--- src/hw/rtl/vt_escape_sequence_parser_assert.svh ---
// Assertion macros shared by the escape sequence parser modules
`ifndef VT_ESCAPE_SEQUENCE_PARSER_ASSERT_SVH
`define VT_ESCAPE_SEQUENCE_PARSER_ASSERT_SVH
// Antecedent implies consequent in the same cycle
`define VTP_ASSERT_IMPL(lbl, clk, rst, a, c) \
   lbl: assert property (@(posedge clk) disable iff (rst) (a) |-> (c)) else $error("%m: lbl");
// Antecedent implies consequent in the next cycle
`define VTP_ASSERT_NEXT(lbl, clk, rst, a, c) \
   lbl: assert property (@(posedge clk) disable iff (rst) (a) |=> (c)) else $error("%m: lbl");
`endif

--- src/hw/rtl/vtp_pkg.sv ---
// ----------------------------------------------------------------------------
// vtp_pkg
// Shared types and constants of the terminal escape sequence parser.
// ----------------------------------------------------------------------------
package vtp_pkg;
   localparam int MaxParams   = 16;
   localparam int ResultCap   = 16;
   localparam int ParamCap    = (MaxParams < ResultCap) ? MaxParams : ResultCap;
   localparam int PidxW       = (ParamCap > 1) ? $clog2(ParamCap) : 1;
   localparam int PcntW       = $clog2(ParamCap + 1);
   localparam int QDepth      = 2;

   localparam logic [19:0] ParamSat    = 20'd1000000;
   localparam logic [20:0] Replacement = 21'h00FFFD;
   localparam logic [7:0]  PrivBad     = 8'hFF;

   localparam logic [2:0] KIND_PRINT = 3'd0;
   localparam logic [2:0] KIND_CTRL  = 3'd1;
   localparam logic [2:0] KIND_ESC   = 3'd2;
   localparam logic [2:0] KIND_CSI   = 3'd3;
   localparam logic [2:0] KIND_OSC   = 3'd4;
   localparam logic [2:0] KIND_OSCE  = 3'd5;

   // One classified command handed from front to back
   typedef struct packed {
      logic        single;     // emit one result
      logic        burst;      // emit csi parameter run
      logic [2:0]  kind;
      logic [20:0] code_point;
      logic [7:0]  inter;
      logic [7:0]  fin;
      logic [7:0]  priv;
      logic [PcntW-1:0] count;
   } cmd_type;
endpackage

--- src/hw/rtl/vt_escape_sequence_parser.sv ---
// ----------------------------------------------------------------------------
// vt_escape_sequence_parser
// Terminal output byte stream to token converter (UTF-8, ESC, CSI, OSC).
// ----------------------------------------------------------------------------
// Usage: bytes enter on req_valid/req_ready/req_in_byte, one transaction per
// byte. Tokens leave on rsp_valid/rsp_ready with one port per field;
// rsp_last_of_run marks the last token caused by a byte. csr_write_enable
// loads the OSC length limit from csr_write_data; the user must write it
// only while idle, the block does not enforce this. Commands pass through
// the command queue, tokens through the output register. A byte is taken
// once the two-entry command queue is empty; a CSI final waits until
// earlier tokens drain, then its parameter run emits one token per cycle
// (up to 16) while rsp_ready is high from the back end's parameter store.
// Reset: the parser returns to ground state, the queue empties and the
// OSC limit returns to 8192. No clearing pass is needed.
// Stall: when rsp_ready is low the output register holds, the queue backs
// up, and req_ready drops; no token is lost.
// ----------------------------------------------------------------------------
module vt_escape_sequence_parser (
   input  logic        clock,
   input  logic        reset,
   input  logic        req_valid,
   output logic        req_ready,
   input  logic [7:0]  req_in_byte,
   input  logic        csr_write_enable,
   input  logic [13:0] csr_write_data,
   output logic        rsp_valid,
   input  logic        rsp_ready,
   output logic [2:0]  rsp_event_kind,
   output logic [20:0] rsp_code_point,
   output logic [7:0]  rsp_intermediate_byte,
   output logic [7:0]  rsp_final_byte,
   output logic [7:0]  rsp_private_marker,
   output logic [19:0] rsp_param_value,
   output logic        rsp_param_is_sub,
   output logic        rsp_last_of_run
);
   logic q_full, q_empty, q_pop, back_busy, cmd_push, pw_en;
   logic [1:0] cmd_cnt;
   vtp_pkg::cmd_type cmd0, cmd1, q_head;
   logic [vtp_pkg::PidxW-1:0] pw_idx;
   logic [20:0] pw_data;
   logic [1:0]  left_ff;

   vtp_front u_front (
      .clock, .reset, .req_valid, .req_ready, .req_in_byte,
      .csr_write_enable, .csr_write_data, .q_full, .back_busy,
      .cmd_push, .cmd_cnt, .cmd0, .cmd1, .pw_en, .pw_idx, .pw_data
   );

   vtp_queue u_queue (
      .clock, .reset, .push(cmd_push), .push_cnt(cmd_cnt), .din0(cmd0), .din1(cmd1),
      .full(q_full), .pop(q_pop), .empty(q_empty), .dout(q_head)
   );

   // Track commands left from the current byte to flag its last token
   always_ff @(posedge clock) begin
      if (reset) left_ff <= '0;
      else if (cmd_push) left_ff <= cmd_cnt;
      else if (q_pop) left_ff <= left_ff - 2'd1;
   end

   vtp_back u_back (
      .clock, .reset, .q_empty, .q_head, .q_last(left_ff == 2'd1), .q_pop,
      .busy(back_busy), .pw_en, .pw_idx, .pw_data,
      .rsp_valid, .rsp_ready, .rsp_event_kind, .rsp_code_point,
      .rsp_intermediate_byte, .rsp_final_byte, .rsp_private_marker,
      .rsp_param_value, .rsp_param_is_sub, .rsp_last_of_run
   );
endmodule

--- src/hw/rtl/vtp_front.sv ---
// ----------------------------------------------------------------------------
// vtp_front
// Parser state machine: classifies bytes and queues result commands.
// ----------------------------------------------------------------------------
module vtp_front (
   input  logic                 clock,
   input  logic                 reset,
   input  logic                 req_valid,
   output logic                 req_ready,
   input  logic [7:0]           req_in_byte,
   input  logic                 csr_write_enable,
   input  logic [13:0]          csr_write_data,
   input  logic                 q_full,
   input  logic                 back_busy,
   output logic                 cmd_push,
   output logic [1:0]           cmd_cnt,
   output vtp_pkg::cmd_type     cmd0,
   output vtp_pkg::cmd_type     cmd1,
   output logic                 pw_en,
   output logic [vtp_pkg::PidxW-1:0] pw_idx,
   output logic [20:0]          pw_data
);
   typedef enum logic [2:0] {
      GROUND, ESCAPE, ESC_INTER, CSI, OSC, OSC_ESC, DCS, DCS_ESC
   } mode_type;

   mode_type mode_ff, mode_in;
   logic [1:0]  rem_ff, rem_in;
   logic [20:0] part_ff, part_in;
   logic [7:0]  einter_ff, einter_in;
   logic [19:0] acc_ff, acc_in;
   logic        seen_ff, seen_in, nsub_ff, nsub_in;
   logic [vtp_pkg::PcntW-1:0] pcnt_ff, pcnt_in;
   logic [7:0]  priv_ff, priv_in, cinter_ff, cinter_in;
   logic [13:0] olen_ff, olen_in, omax_ff;

   logic        acc;
   logic [7:0]  b;
   logic [24:0] mul;
   logic [19:0] acc_next;
   vtp_pkg::cmd_type c0, c1;
   logic [1:0]  n;
   logic        push_p;

   // A csi final may not overwrite the store while an earlier run drains
   logic is_final;
   assign b        = req_in_byte;
   assign is_final = (mode_ff == CSI) && b >= 8'h40 && b <= 8'h7E;
   assign req_ready = !q_full && !(is_final && back_busy);
   assign acc      = req_valid && req_ready;

   assign mul      = {5'd0, acc_ff} * 25'd10 + {17'd0, b - 8'h30};
   assign acc_next = (mul > {5'd0, vtp_pkg::ParamSat}) ? vtp_pkg::ParamSat : mul[19:0];

   function automatic vtp_pkg::cmd_type one(input logic [2:0] k, input logic [20:0] cp,
                                            input logic [7:0] it, input logic [7:0] f);
      vtp_pkg::cmd_type c;
      c = '0;
      c.single = 1'b1; c.kind = k; c.code_point = cp; c.inter = it; c.fin = f;
      return c;
   endfunction

   function automatic logic [20:0] fix(input logic [20:0] cp);
      return (cp > 21'h10FFFF || (cp >= 21'h00D800 && cp <= 21'h00DFFF))
             ? vtp_pkg::Replacement : cp;
   endfunction

   always_comb begin
      logic [20:0] pn;
      logic        do_lead, do_esc;
      mode_in = mode_ff; rem_in = rem_ff; part_in = part_ff; einter_in = einter_ff;
      acc_in = acc_ff; seen_in = seen_ff; nsub_in = nsub_ff; pcnt_in = pcnt_ff;
      priv_in = priv_ff; cinter_in = cinter_ff; olen_in = olen_ff;
      c0 = '0; c1 = '0; n = 2'd0; push_p = 1'b0;
      pn = '0; do_lead = 1'b0; do_esc = 1'b0;
      unique case (mode_ff)
         GROUND: begin
            if (b == 8'h1B) begin
               rem_in = 2'd0; mode_in = ESCAPE;
            end else if (b < 8'h20) begin
               rem_in = 2'd0; c0 = one(vtp_pkg::KIND_CTRL, {13'd0, b}, 8'd0, 8'd0); n = 2'd1;
            end else if (b != 8'h7F) begin
               if (rem_ff == 2'd0) begin
                  do_lead = 1'b1;
               end else if (b[7:6] != 2'b10) begin
                  rem_in = 2'd0;
                  c0 = one(vtp_pkg::KIND_PRINT, vtp_pkg::Replacement, 8'd0, 8'd0); n = 2'd1;
                  do_lead = 1'b1;
               end else begin
                  pn = {part_ff[14:0], b[5:0]};
                  part_in = pn; rem_in = rem_ff - 2'd1;
                  if (rem_ff == 2'd1) begin
                     c0 = one(vtp_pkg::KIND_PRINT, fix(pn), 8'd0, 8'd0); n = 2'd1;
                  end
               end
            end
            if (do_lead) begin
               if (!b[7] || b[7:3] == 5'b11111) begin
                  pn = b[7] ? vtp_pkg::Replacement : {13'd0, b};
                  if (n == 2'd0) c0 = one(vtp_pkg::KIND_PRINT, pn, 8'd0, 8'd0);
                  else c1 = one(vtp_pkg::KIND_PRINT, pn, 8'd0, 8'd0);
                  n = n + 2'd1;
               end else if (b[7:5] == 3'b110) begin
                  part_in = {16'd0, b[4:0]}; rem_in = 2'd1;
               end else if (b[7:4] == 4'b1110) begin
                  part_in = {17'd0, b[3:0]}; rem_in = 2'd2;
               end else if (b[7:3] == 5'b11110) begin
                  part_in = {18'd0, b[2:0]}; rem_in = 2'd3;
               end else begin
                  // stray continuation
                  pn = vtp_pkg::Replacement;
                  if (n == 2'd0) c0 = one(vtp_pkg::KIND_PRINT, pn, 8'd0, 8'd0);
                  else c1 = one(vtp_pkg::KIND_PRINT, pn, 8'd0, 8'd0);
                  n = n + 2'd1;
               end
            end
         end
         ESCAPE: do_esc = 1'b1;
         ESC_INTER: begin
            if (b >= 8'h20 && b <= 8'h2F) begin
               einter_in = b;
            end else begin
               mode_in = GROUND;
               if (b >= 8'h30 && b <= 8'h7E) begin
                  c0 = one(vtp_pkg::KIND_ESC, 21'd0, einter_ff, b); n = 2'd1;
               end
            end
         end
         CSI: begin
            if (b >= 8'h30 && b <= 8'h39) begin
               acc_in = acc_next; seen_in = 1'b1;
            end else if (b == 8'h3B || b == 8'h3A) begin
               push_p = 1'b1; acc_in = '0; seen_in = 1'b0; nsub_in = (b == 8'h3A);
            end else if (b >= 8'h3C && b <= 8'h3F) begin
               priv_in = (pcnt_ff == '0 && !seen_ff) ? b : vtp_pkg::PrivBad;
            end else if (b >= 8'h20 && b <= 8'h2F) begin
               cinter_in = b;
            end else if (b >= 8'h40 && b <= 8'h7E) begin
               push_p = 1'b1; mode_in = GROUND;
               if (priv_ff != vtp_pkg::PrivBad) begin
                  c0 = '0; c0.burst = 1'b1; c0.kind = vtp_pkg::KIND_CSI;
                  c0.inter = cinter_ff; c0.fin = b; c0.priv = priv_ff;
                  c0.count = (pcnt_ff < vtp_pkg::PcntW'(vtp_pkg::ParamCap))
                             ? pcnt_ff + 1'b1 : pcnt_ff;
                  n = 2'd1;
               end
            end else if (b == 8'h1B) begin
               mode_in = ESCAPE;
            end else if (b == 8'h18 || b == 8'h1A) begin
               mode_in = GROUND;
            end else if (b < 8'h20) begin
               c0 = one(vtp_pkg::KIND_CTRL, {13'd0, b}, 8'd0, 8'd0); n = 2'd1;
            end else begin
               mode_in = GROUND;
            end
         end
         OSC: begin
            if (b == 8'h07) begin
               c0 = one(vtp_pkg::KIND_OSCE, 21'd0, 8'd0, 8'd0); n = 2'd1; mode_in = GROUND;
            end else if (b == 8'h1B) begin
               mode_in = OSC_ESC;
            end else if (b == 8'h18 || b == 8'h1A) begin
               mode_in = GROUND;
            end else if (b >= 8'h20 || b == 8'h09) begin
               if (olen_ff < omax_ff) begin
                  c0 = one(vtp_pkg::KIND_OSC, {13'd0, b}, 8'd0, 8'd0); n = 2'd1;
                  olen_in = olen_ff + 14'd1;
               end
            end
         end
         OSC_ESC: begin
            if (b == 8'h5C) begin
               c0 = one(vtp_pkg::KIND_OSCE, 21'd0, 8'd0, 8'd0); n = 2'd1; mode_in = GROUND;
            end else begin
               do_esc = 1'b1;
            end
         end
         DCS: if (b == 8'h1B) mode_in = DCS_ESC;
         DCS_ESC: begin
            if (b == 8'h5C) mode_in = GROUND;
            else if (b != 8'h1B) mode_in = DCS;
         end
         default: mode_in = GROUND;
      endcase
      if (do_esc) begin
         if (b < 8'h20 && b != 8'h1B) begin
            c0 = one(vtp_pkg::KIND_CTRL, {13'd0, b}, 8'd0, 8'd0); n = 2'd1;
            mode_in = ESCAPE;
         end else begin
            mode_in = GROUND;
            case (b)
               8'h5B: begin
                  pcnt_in = '0; acc_in = '0; seen_in = 1'b0; nsub_in = 1'b0;
                  priv_in = '0; cinter_in = '0; mode_in = CSI;
               end
               8'h5D: begin
                  olen_in = '0; mode_in = OSC;
               end
               8'h50, 8'h58, 8'h5E, 8'h5F: mode_in = DCS;
               8'h28, 8'h29, 8'h2A, 8'h2B, 8'h23, 8'h25, 8'h20: begin
                  einter_in = b; mode_in = ESC_INTER;
               end
               8'h1B: mode_in = ESCAPE;
               default: begin
                  if (b >= 8'h30 && b <= 8'h7E) begin
                     c0 = one(vtp_pkg::KIND_ESC, 21'd0, 8'd0, b); n = 2'd1;
                  end
               end
            endcase
         end
      end
      if (push_p) begin
         if (pcnt_ff < vtp_pkg::PcntW'(vtp_pkg::ParamCap)) pcnt_in = pcnt_ff + 1'b1;
      end
   end

   assign cmd_push = acc && (n != 2'd0);
   assign cmd_cnt  = n;
   assign cmd0     = c0;
   assign cmd1     = c1;
   assign pw_en    = acc && push_p && (pcnt_ff < vtp_pkg::PcntW'(vtp_pkg::ParamCap));
   assign pw_idx   = pcnt_ff[vtp_pkg::PidxW-1:0];
   assign pw_data  = {nsub_ff, acc_ff};

   always_ff @(posedge clock) begin
      if (reset) begin
         mode_ff <= GROUND; rem_ff <= '0; part_ff <= '0; einter_ff <= '0;
         acc_ff <= '0; seen_ff <= 1'b0; nsub_ff <= 1'b0; pcnt_ff <= '0;
         priv_ff <= '0; cinter_ff <= '0; olen_ff <= '0; omax_ff <= 14'd8192;
      end else begin
         if (csr_write_enable) omax_ff <= csr_write_data;
         if (acc) begin
            mode_ff <= mode_in; rem_ff <= rem_in; part_ff <= part_in;
            einter_ff <= einter_in; acc_ff <= acc_in; seen_ff <= seen_in;
            nsub_ff <= nsub_in; pcnt_ff <= pcnt_in; priv_ff <= priv_in;
            cinter_ff <= cinter_in; olen_ff <= olen_in;
         end
      end
   end

   `include "vt_escape_sequence_parser_assert.svh"
   `VTP_ASSERT_IMPL(a_cnt_cap, clock, reset, 1'b1, pcnt_ff <= vtp_pkg::PcntW'(vtp_pkg::ParamCap))
   `VTP_ASSERT_IMPL(a_no_push_full, clock, reset, q_full, !cmd_push)
   `VTP_ASSERT_IMPL(a_two_only_print, clock, reset, cmd_push && cmd_cnt == 2'd2,
                    cmd1.kind == vtp_pkg::KIND_PRINT)
endmodule

--- src/hw/rtl/vtp_queue.sv ---
// ----------------------------------------------------------------------------
// vtp_queue
// Short command queue between front and back; takes up to two per cycle.
// ----------------------------------------------------------------------------
module vtp_queue (
   input  logic             clock,
   input  logic             reset,
   input  logic             push,
   input  logic [1:0]       push_cnt,
   input  vtp_pkg::cmd_type din0,
   input  vtp_pkg::cmd_type din1,
   output logic             full,
   input  logic             pop,
   output logic             empty,
   output vtp_pkg::cmd_type dout
);
   vtp_pkg::cmd_type mem_ff [vtp_pkg::QDepth];
   logic [1:0] cnt_ff;
   logic       rd_ff;

   // Accept one byte's commands only when every slot is free
   assign full  = (cnt_ff != 2'd0);
   assign empty = (cnt_ff == 2'd0);
   assign dout  = mem_ff[rd_ff];

   always_ff @(posedge clock) begin
      if (reset) begin
         cnt_ff <= '0; rd_ff <= 1'b0;
      end else if (push) begin
         rd_ff  <= 1'b0;
         cnt_ff <= push_cnt;
      end else if (pop) begin
         rd_ff  <= 1'b1;
         cnt_ff <= cnt_ff - 2'd1;
      end
   end

   always_ff @(posedge clock) begin
      if (push) begin
         mem_ff[0] <= din0;
         mem_ff[1] <= din1;
      end
   end
endmodule

--- src/hw/rtl/vtp_back.sv ---
// ----------------------------------------------------------------------------
// vtp_back
// Result generator: expands commands into results, owns parameter store.
// ----------------------------------------------------------------------------
module vtp_back (
   input  logic             clock,
   input  logic             reset,
   input  logic             q_empty,
   input  vtp_pkg::cmd_type q_head,
   input  logic             q_last,
   output logic             q_pop,
   output logic             busy,
   input  logic             pw_en,
   input  logic [vtp_pkg::PidxW-1:0] pw_idx,
   input  logic [20:0]      pw_data,
   output logic             rsp_valid,
   input  logic             rsp_ready,
   output logic [2:0]       rsp_event_kind,
   output logic [20:0]      rsp_code_point,
   output logic [7:0]       rsp_intermediate_byte,
   output logic [7:0]       rsp_final_byte,
   output logic [7:0]       rsp_private_marker,
   output logic [19:0]      rsp_param_value,
   output logic             rsp_param_is_sub,
   output logic             rsp_last_of_run
);
   logic [20:0] store_ff [vtp_pkg::ParamCap];
   logic [vtp_pkg::PcntW-1:0] idx_ff;
   logic        free, take;
   logic [20:0] ent;
   logic        run_last;

   assign free     = !rsp_valid || rsp_ready;
   assign take     = free && !q_empty;
   assign ent      = store_ff[idx_ff[vtp_pkg::PidxW-1:0]];
   assign run_last = (idx_ff + 1'b1 == q_head.count);
   assign q_pop    = take && (q_head.single || run_last);
   assign busy     = !q_empty || rsp_valid;

   always_ff @(posedge clock) begin
      if (pw_en) store_ff[pw_idx] <= pw_data;
   end

   always_ff @(posedge clock) begin
      if (reset) begin
         rsp_valid <= 1'b0; idx_ff <= '0;
      end else begin
         if (free) rsp_valid <= take;
         if (take) begin
            if (q_pop) idx_ff <= '0;
            else idx_ff <= idx_ff + 1'b1;
         end
      end
   end

   always_ff @(posedge clock) begin
      if (take) begin
         rsp_event_kind        <= q_head.kind;
         rsp_code_point        <= q_head.code_point;
         rsp_intermediate_byte <= q_head.inter;
         rsp_final_byte        <= q_head.fin;
         rsp_private_marker    <= q_head.priv;
         rsp_param_value       <= q_head.burst ? ent[19:0] : 20'd0;
         rsp_param_is_sub      <= q_head.burst ? ent[20] : 1'b0;
         rsp_last_of_run       <= q_last && (q_head.single || run_last);
      end
   end

   `include "vt_escape_sequence_parser_assert.svh"
   `VTP_ASSERT_NEXT(a_stall_hold, clock, reset, rsp_valid && !rsp_ready, rsp_valid)
   `VTP_ASSERT_IMPL(a_burst_idx, clock, reset, !q_empty && q_head.burst,
                    idx_ff < q_head.count)
   `VTP_ASSERT_IMPL(a_pop_nonempty, clock, reset, q_pop, !q_empty)
endmodule
--- config.mk ---
export PLATFORM = sky130hd
export DESIGN_NAME = vt_escape_sequence_parser
export DESIGN_NICKNAME = d
export VERILOG_FILES = /design/src/hw/rtl/vtp_pkg.sv /design/src/hw/rtl/vt_escape_sequence_parser.sv /design/src/hw/rtl/vtp_front.sv /design/src/hw/rtl/vtp_queue.sv /design/src/hw/rtl/vtp_back.sv
export VERILOG_INCLUDE_DIRS = /design/src /design/src/hw/rtl
export SDC_FILE = /design/constraint.sdc
export NUM_CORES = 1
export LEC_CHECK = 0
export BUFFER_PORTS_ARGS = -buffer_cell sky130_fd_sc_hd__clkbuf_2
export CAP_MARGIN = 5
export CORE_MARGIN = 8
export CORE_UTILIZATION = 57
export DETAILED_ROUTE_END_ITERATION = 16
export GPL_TIMING_DRIVEN = 0
export PLACE_DENSITY = 0.74
export SYNTH_ARGS = -nofsm -noshare
export SYNTH_HDL_FRONTEND = slang
export SYNTH_SLANG_ARGS = --single-unit
--- constraint.sdc ---
create_clock -name clock -period 9.7 [get_ports clock]
set_input_delay 1.94 -clock clock [delete_from_list [all_inputs] [get_ports clock]]
set_output_delay 1.94 -clock clock [all_outputs]
set_load 0.005 [all_outputs]
Word level (Yosys, flattened, before mapping)
Memories as Yosys holds them, arrays and structs flattened. A register that Yosys moved wholly into a read port is not among the register bits.
Index checks and enable logic that the tools add are counted.
{"block": "word_totals", "output_inout_bits": 72, "ff_bits": 165, "word_cells": 349, "ramBits": 446, "input_bits": 27, "memories": 2}
{"block": "op_classes", "eq_ne": 50, "mux": 200, "order_cmp": 15, "add_sub_neg": 9, "reduce_logical": 49, "multipliers": 1}
{"name": "u_back.store_ff", "words": 16, "width": 21, "read_ports": 1, "rd_ports_with_merged_regs": 1, "write_ports": 1, "line": "vtp_back.sv:27", "text": "logic [20:0] store_ff [vtp_pkg::ParamCap];"}
{"name": "u_queue.mem_ff", "words": 2, "width": 55, "read_ports": 1, "rd_ports_with_merged_regs": 1, "write_ports": 2, "line": "vtp_queue.sv:17", "text": "vtp_pkg::cmd_type mem_ff [vtp_pkg::QDepth];"}
{"cell": "$mux W55", "n": 41}
{"cell": "$pmux W55 S5", "n": 1}
{"cell": "$mux W21", "n": 11}
{"cell": "$mux W8", "n": 21}
{"cell": "$mux W20", "n": 7}
{"cell": "$mux W14", "n": 9}
{"cell": "$mux W2", "n": 41}
{"cell": "$eq A8 B6 Y1 const B", "n": 9}
{"cell": "$mux W3", "n": 19}
{"cell": "$eq A8 B7 Y1 const B", "n": 7}
{"cell": "$mux W54", "n": 1}
{"cell": "$mux W1", "n": 37}
{"cell": "$mux W5", "n": 7}
{"cell": "$add A24 B8 Y25", "n": 1}
{"cell": "$gt A25 B20 Y1 const B", "n": 1}
{"cell": "$eq A8 B5 Y1 const B", "n": 3}
{"cell": "$ge A8 B6 Y1 const B", "n": 3}
{"cell": "$le A8 B6 Y1 const B", "n": 3}
{"cell": "$mul A20 B3 Y23 const B", "n": 1}
{"cell": "$ge A21 B16 Y1 const B", "n": 1}
{"cell": "$gt A21 B21 Y1 const B", "n": 1}
{"cell": "$le A21 B16 Y1 const B", "n": 1}
{"cell": "$pmux W3 S7", "n": 1}
{"cell": "$logic_and A1 B1 Y1", "n": 19}
{"cell": "45 further kinds", "n": 78}

Logic depth before layout (Yosys ltp)
{"block": "depth", "word_depth": 23, "mapped_depth": 20, "depth_no_buf": 18}

Hierarchy
From an unflattened synthesis, not the netlist that was laid out.
{"block": "hier_totals", "cells_unflattened": 1980, "hier_area_um2": 28609.9}
{"mod": "vtp_back", "area_each_um2": 15386.0, "cells_per_inst": 635, "seq_area_each_um2": 12311.8, "n_inst": 1}
{"mod": "vtp_front", "area_each_um2": 8713.4, "cells_per_inst": 1143, "seq_area_each_um2": 1981.9, "n_inst": 1}
{"mod": "vtp_queue", "area_each_um2": 4404.2, "cells_per_inst": 191, "seq_area_each_um2": 3383.2, "n_inst": 1}
{"mod": "vt_escape_sequence_parser", "area_each_um2": 106.4, "cells_per_inst": 11, "seq_area_each_um2": 40.0, "n_inst": 1}

Least setup slack after synthesis
Ideal clock, no wire load.
{"block": "synth_path", "path_kind": "in2reg", "startpoint": "input req_in_byte[5]", "endpoint": "memory u_queue.mem_ff[0][0] in the netlist's numbering (enable)", "n_path_buf": 3, "stages": 14, "arrival_time_ns": 6.003, "setup_ns": 0.425, "setup_slack_ns": 3.272, "required_time_ns": 9.275, "path_cell_list": "clkbuf_1 -> inv_1 -> ha_1 -> and3_1 -> and4_1 -> clkbuf_1 -> nand2b_1 -> or3_1 -> clkbuf_1 -> or2_2 -> o21ai_0 -> o21ai_0 -> a31o_2 -> nand2_1"}
{"element": "start: declaration", "line": "vt_escape_sequence_parser.sv:24", "text": "input logic [7:0] req_in_byte,"}
{"element": "end: declaration", "line": "vtp_queue.sv:17"}

==> results.tsv <==
stage	metric	value	unit
clocking	Root Buffer Master	clkbuf_16	
placed_design	detailed placement HPWL	44100	µm
timing	Setup violations, final	0	
worst_setup_path	critical path capture point type	register	
timing	fin crit share	0.673	
cells_and_area	FILL cells	3252	
worst_setup_path	CP cell instances	clkbuf_2 > clkbuf_1 > inv_1 > ha_1 > and3_1 > and4_1 > clkbuf_1 > nand2b_1 > or3_1 > clkbuf_1 > a211oi_1 > nand2_1 > nand2_4	
floorplan	io pins	99	
grt	pin count of the biggest net entering global routing	67	
clocking	CTS Buf Count	54	
clocking	Post-CTS Setup Repair Bufs	0	
cells_and_area	Net count, final	2130	
grt	initial antenna violation count	2	
power_and_ir_drop	sequential power share	0.489	
routing	residual DRC count	0	
timing	RSZ-0062 raised after global routing	no	
worst_setup_path	Req. time, crit path	9910	ps
grt	GRT Residual Overflow	0	
cells_and_area	Reg area	16300	µm²
floorplan	Initial Util	0.574	
logic_synthesis	Warnings, synthesis	0	
floorplan	die area	52500	µm²
power_and_ir_drop	clock share of power	0.321	
routing	DRT Pass-1 Iters	6	
logic_synthesis	Net Count, Synth	1958	
power_and_ir_drop	Internal Pwr Total	4.72	mW
floorplan	Die X	229	µm
logic_synthesis	Post-synth EDFFs	470	
clocking	CTS tree	done	
routing	total wire length	65400	µm
power_and_ir_drop	Net Sw Power	1.75	mW
worst_setup_path	CP delay by family, top	simple AND/OR/NAND/NOR gates	
logic_synthesis	mapped cell area	25900	µm²
routing	wire per inst	24.5	µm
cells_and_area	fraction of layout cells with a size suffix above 1	0.184	
clocking	H-tree levels	2	
clocking	hold buffers post-CTS	0	
timing	Final Hold Fails	0	
timing	Rel. slew slack	0.183	
clocking	CTS max path bufs	3	
timing	Max Freq	153	MHz
clocking	CTS Sinks	581	
floorplan	row cnt	78	
routing	Vias/cell	6.21	
power_and_ir_drop	Comb pwr share	0.190	
floorplan	core area	45100	µm²
logic_synthesis	Cells after Synth	1858	
power_and_ir_drop	leakage power	10.0	nW
logic_synthesis	Synth Flop Type	edfxtp_1	
timing	final slew viol count	0	
cells_and_area	Area Growth Syn to Fin	13.4	%
grt	first-pass GRT wire length	99000	µm
logic_synthesis	Mean Syn Cell Area	13.9	µm²
cells_and_area	ANT cells	0	
logic_synthesis	FF+latch count, synth	581	
clocking	Resize count post-CTS	0	
cells_and_area	Multi-input gate area	9050	µm²
routing	Iteration-0 DRC Markers	1838	
flow_run	Max-Cap Viols	0	
worst_setup_path	critical path class	primary input to register	
placed_design	PortBufs	96	
power_and_ir_drop	sw frac	0.271	
grt	GRT Total Usage	0.245	
timing	setup TNS	0	ps
worst_setup_path	Max FO, Critical Path	66	
logic_synthesis	Distinct cells, synth	93	
worst_hold_path	worst min path class	register to register	
worst_setup_path	slowest CP cell	a211oi_1	
clocking	Clock Pin Slew Worst Setup and Hold Paths	70	ps
timing	Slew @ Worst Pin	1230	ps
worst_setup_path	Worst setup SP type	primary input	
timing	Period minus WS final	6530	ps
clocking	worst skew pair latency	610	ps
logic_synthesis	post-synthesis async set-or-reset flop share	0	
worst_setup_path	crit-path max cell delay	860	ps
grt	vias in the first global route	16644	
worst_setup_path	crit path buf inv count	5	
power_and_ir_drop	worst vdd ir	0.000136	V
floorplan	Die Ht	229	µm
outcome	status	complete, no violations	
power_and_ir_drop	Pwr per Cell Area	220	nW/µm²
worst_setup_path	arrival time worst endpoint	6740	ps
placed_design	gpl congestion	0.935	
logic_synthesis	Seq/Total Area, Yosys	0.631	
routing	DR vias	16602	
routing	DRT antenna net count	0	
timing	WHS	491	ps
worst_setup_path	most used cell, CP	clkbuf_1	
timing	clock skew	28.9	ps
==> cell families (layout without fill, tap and decap cells) <==
logic type                 Yosys count  after routing  share of synthesized area
muxes                              135            135                      0.104
other                                1              1                   0.000145
AOI/OAI and AO/OA                  304            304                     0.0807
DFF                                581            581                      0.631
buffers and inverters              142            358                     0.0222
adders and majority gates           73             73                     0.0359
and+or+nand+nor                    570            570                      0.109
xor gates and xnor gates            52             52                     0.0176
==> synthesized netlist by cell type (all sizes together), types with 13 or more instances <==
library cell  instances  share of area
inv                  50         0.0073
nor2b                65          0.016
edfxtp              470           0.55
a21oi                79          0.016
mux2i                19         0.0074
dfxtp               111          0.086
nor3                 30         0.0058
mux4                105          0.091
clkbuf               78          0.011
nand2               129          0.019
and3                 22         0.0054
buf                  13         0.0035
nand2b               18         0.0044
xnor2                28         0.0095
nand4                17         0.0041
o211ai               13         0.0045
xor2                 24         0.0081
o21ai                82          0.017
nor2                176          0.026
and2                 19         0.0046
ha                   71          0.034
nand3                37         0.0072
a22oi                15         0.0044
==> metrics by stage <==
stage / power (mW) / util / cells / worst slack (ps) / cell area, µm²
after floorplan: 3.96 / - / 1858 / 3270 / 25900
after global placement: 4.42 / 0.601 / 2554 / 689 / 27100
after global routing: 6.70 / 0.651 / 2674 / 3080 / 29400
final: 6.47 / 0.651 / 2674 / 3170 / 29400
after CTS: 6.50 / 0.651 / 2674 / 3390 / 29400
after detailed placement: 4.45 / 0.612 / 2574 / 2770 / 27600
==> layout by cell type, fill, tap and decap left out, types with 17 or more instances in the layout <==
| cell | instances |
|---|---|
| a21oi_1 | 74 |
| and2_1 | 18 |
| and3_1 | 20 |
| clkbuf_1 | 95 |
| clkbuf_16 | 55 |
| clkbuf_2 | 96 |
| dfxtp_1 | 111 |
| edfxtp_1 | 470 |
| ha_1 | 71 |
| inv_1 | 48 |
| mux2i_1 | 19 |
| mux4_2 | 105 |
| nand2_1 | 128 |
| nand2b_1 | 18 |
| nand3_1 | 37 |
| nand4_1 | 17 |
| nor2_1 | 163 |
| nor2b_1 | 65 |
| nor3_1 | 27 |
| o21ai_0 | 69 |
| xnor2_1 | 28 |
| xor2_1 | 24 |
==> cell type report <==
cell class	instances	area share
multi-input cells	1135	0.308
inverters	51	0.00661
well taps	600	0.0256
flip-flops and latches	581	0.557
plain buffers	91	0.0131
repair buffers	116	0.0307
clock buffers	78	0.0519
clock inverters	22	0.00733
==> sequential cells by signal (all words and copies together), names as in the netlist, 8 cells and up, named ones only <==
register	count
u_back.rsp_code_point	21
u_front.cinter_ff	8
u_front.priv_ff	8
u_back.rsp_param_value	20
u_back.rsp_private_marker	8
u_front.olen_ff	14
u_back.store_ff	336
u_queue.mem_ff	64
u_back.rsp_intermediate_byte	8
u_front.omax_ff	14
u_front.acc_ff	20
u_front.einter_ff	8
u_back.rsp_final_byte	8
u_front.part_ff	15
==> power by group through the flow <==
stage | Combinational (mW) | Clock [mW] | Sequential (mW)
after global routing | 1.33 | 2.18 | 3.19
after detailed placement | 1.23 | 0 | 3.22
after CTS | 1.24 | 2.10 | 3.17
final | 1.23 | 2.07 | 3.17
after global placement | 1.18 | 0 | 3.24
after floorplan | 0.735 | 0 | 3.23
==> path summary, 6_finish.rpt <==
kind	to	slack [ps]	cells after the start	from
max reg2reg	u_front.acc_ff[10]$_SDFFE_PP0P_	4200	17	u_front.acc_ff[3]$_SDFFE_PP0P_
min	u_front.cinter_ff[6]$_SDFFE_PP0P_	490	1	u_front.cinter_ff[6]$_SDFFE_PP0P_
max	u_queue.mem_ff[0][28]$_DFFE_PP_	3170	13	req_in_byte[5]
min reg2reg	u_front.cinter_ff[6]$_SDFFE_PP0P_	490	1	u_front.cinter_ff[6]$_SDFFE_PP0P_
==> routing by layer <==
metal | track usage | vias to the layer above | part of all wire
met5 | 0 | - | 0
met3 | 0.0443 | 134 | 0.088
met2 | 0.418 | 828 | 0.50
met1 | 0.316 | 8228 | 0.39
li1 | - | 7412 | -
met4 | 0.0789 | 0 | 0.027
(Power assumes the default switching activity.)
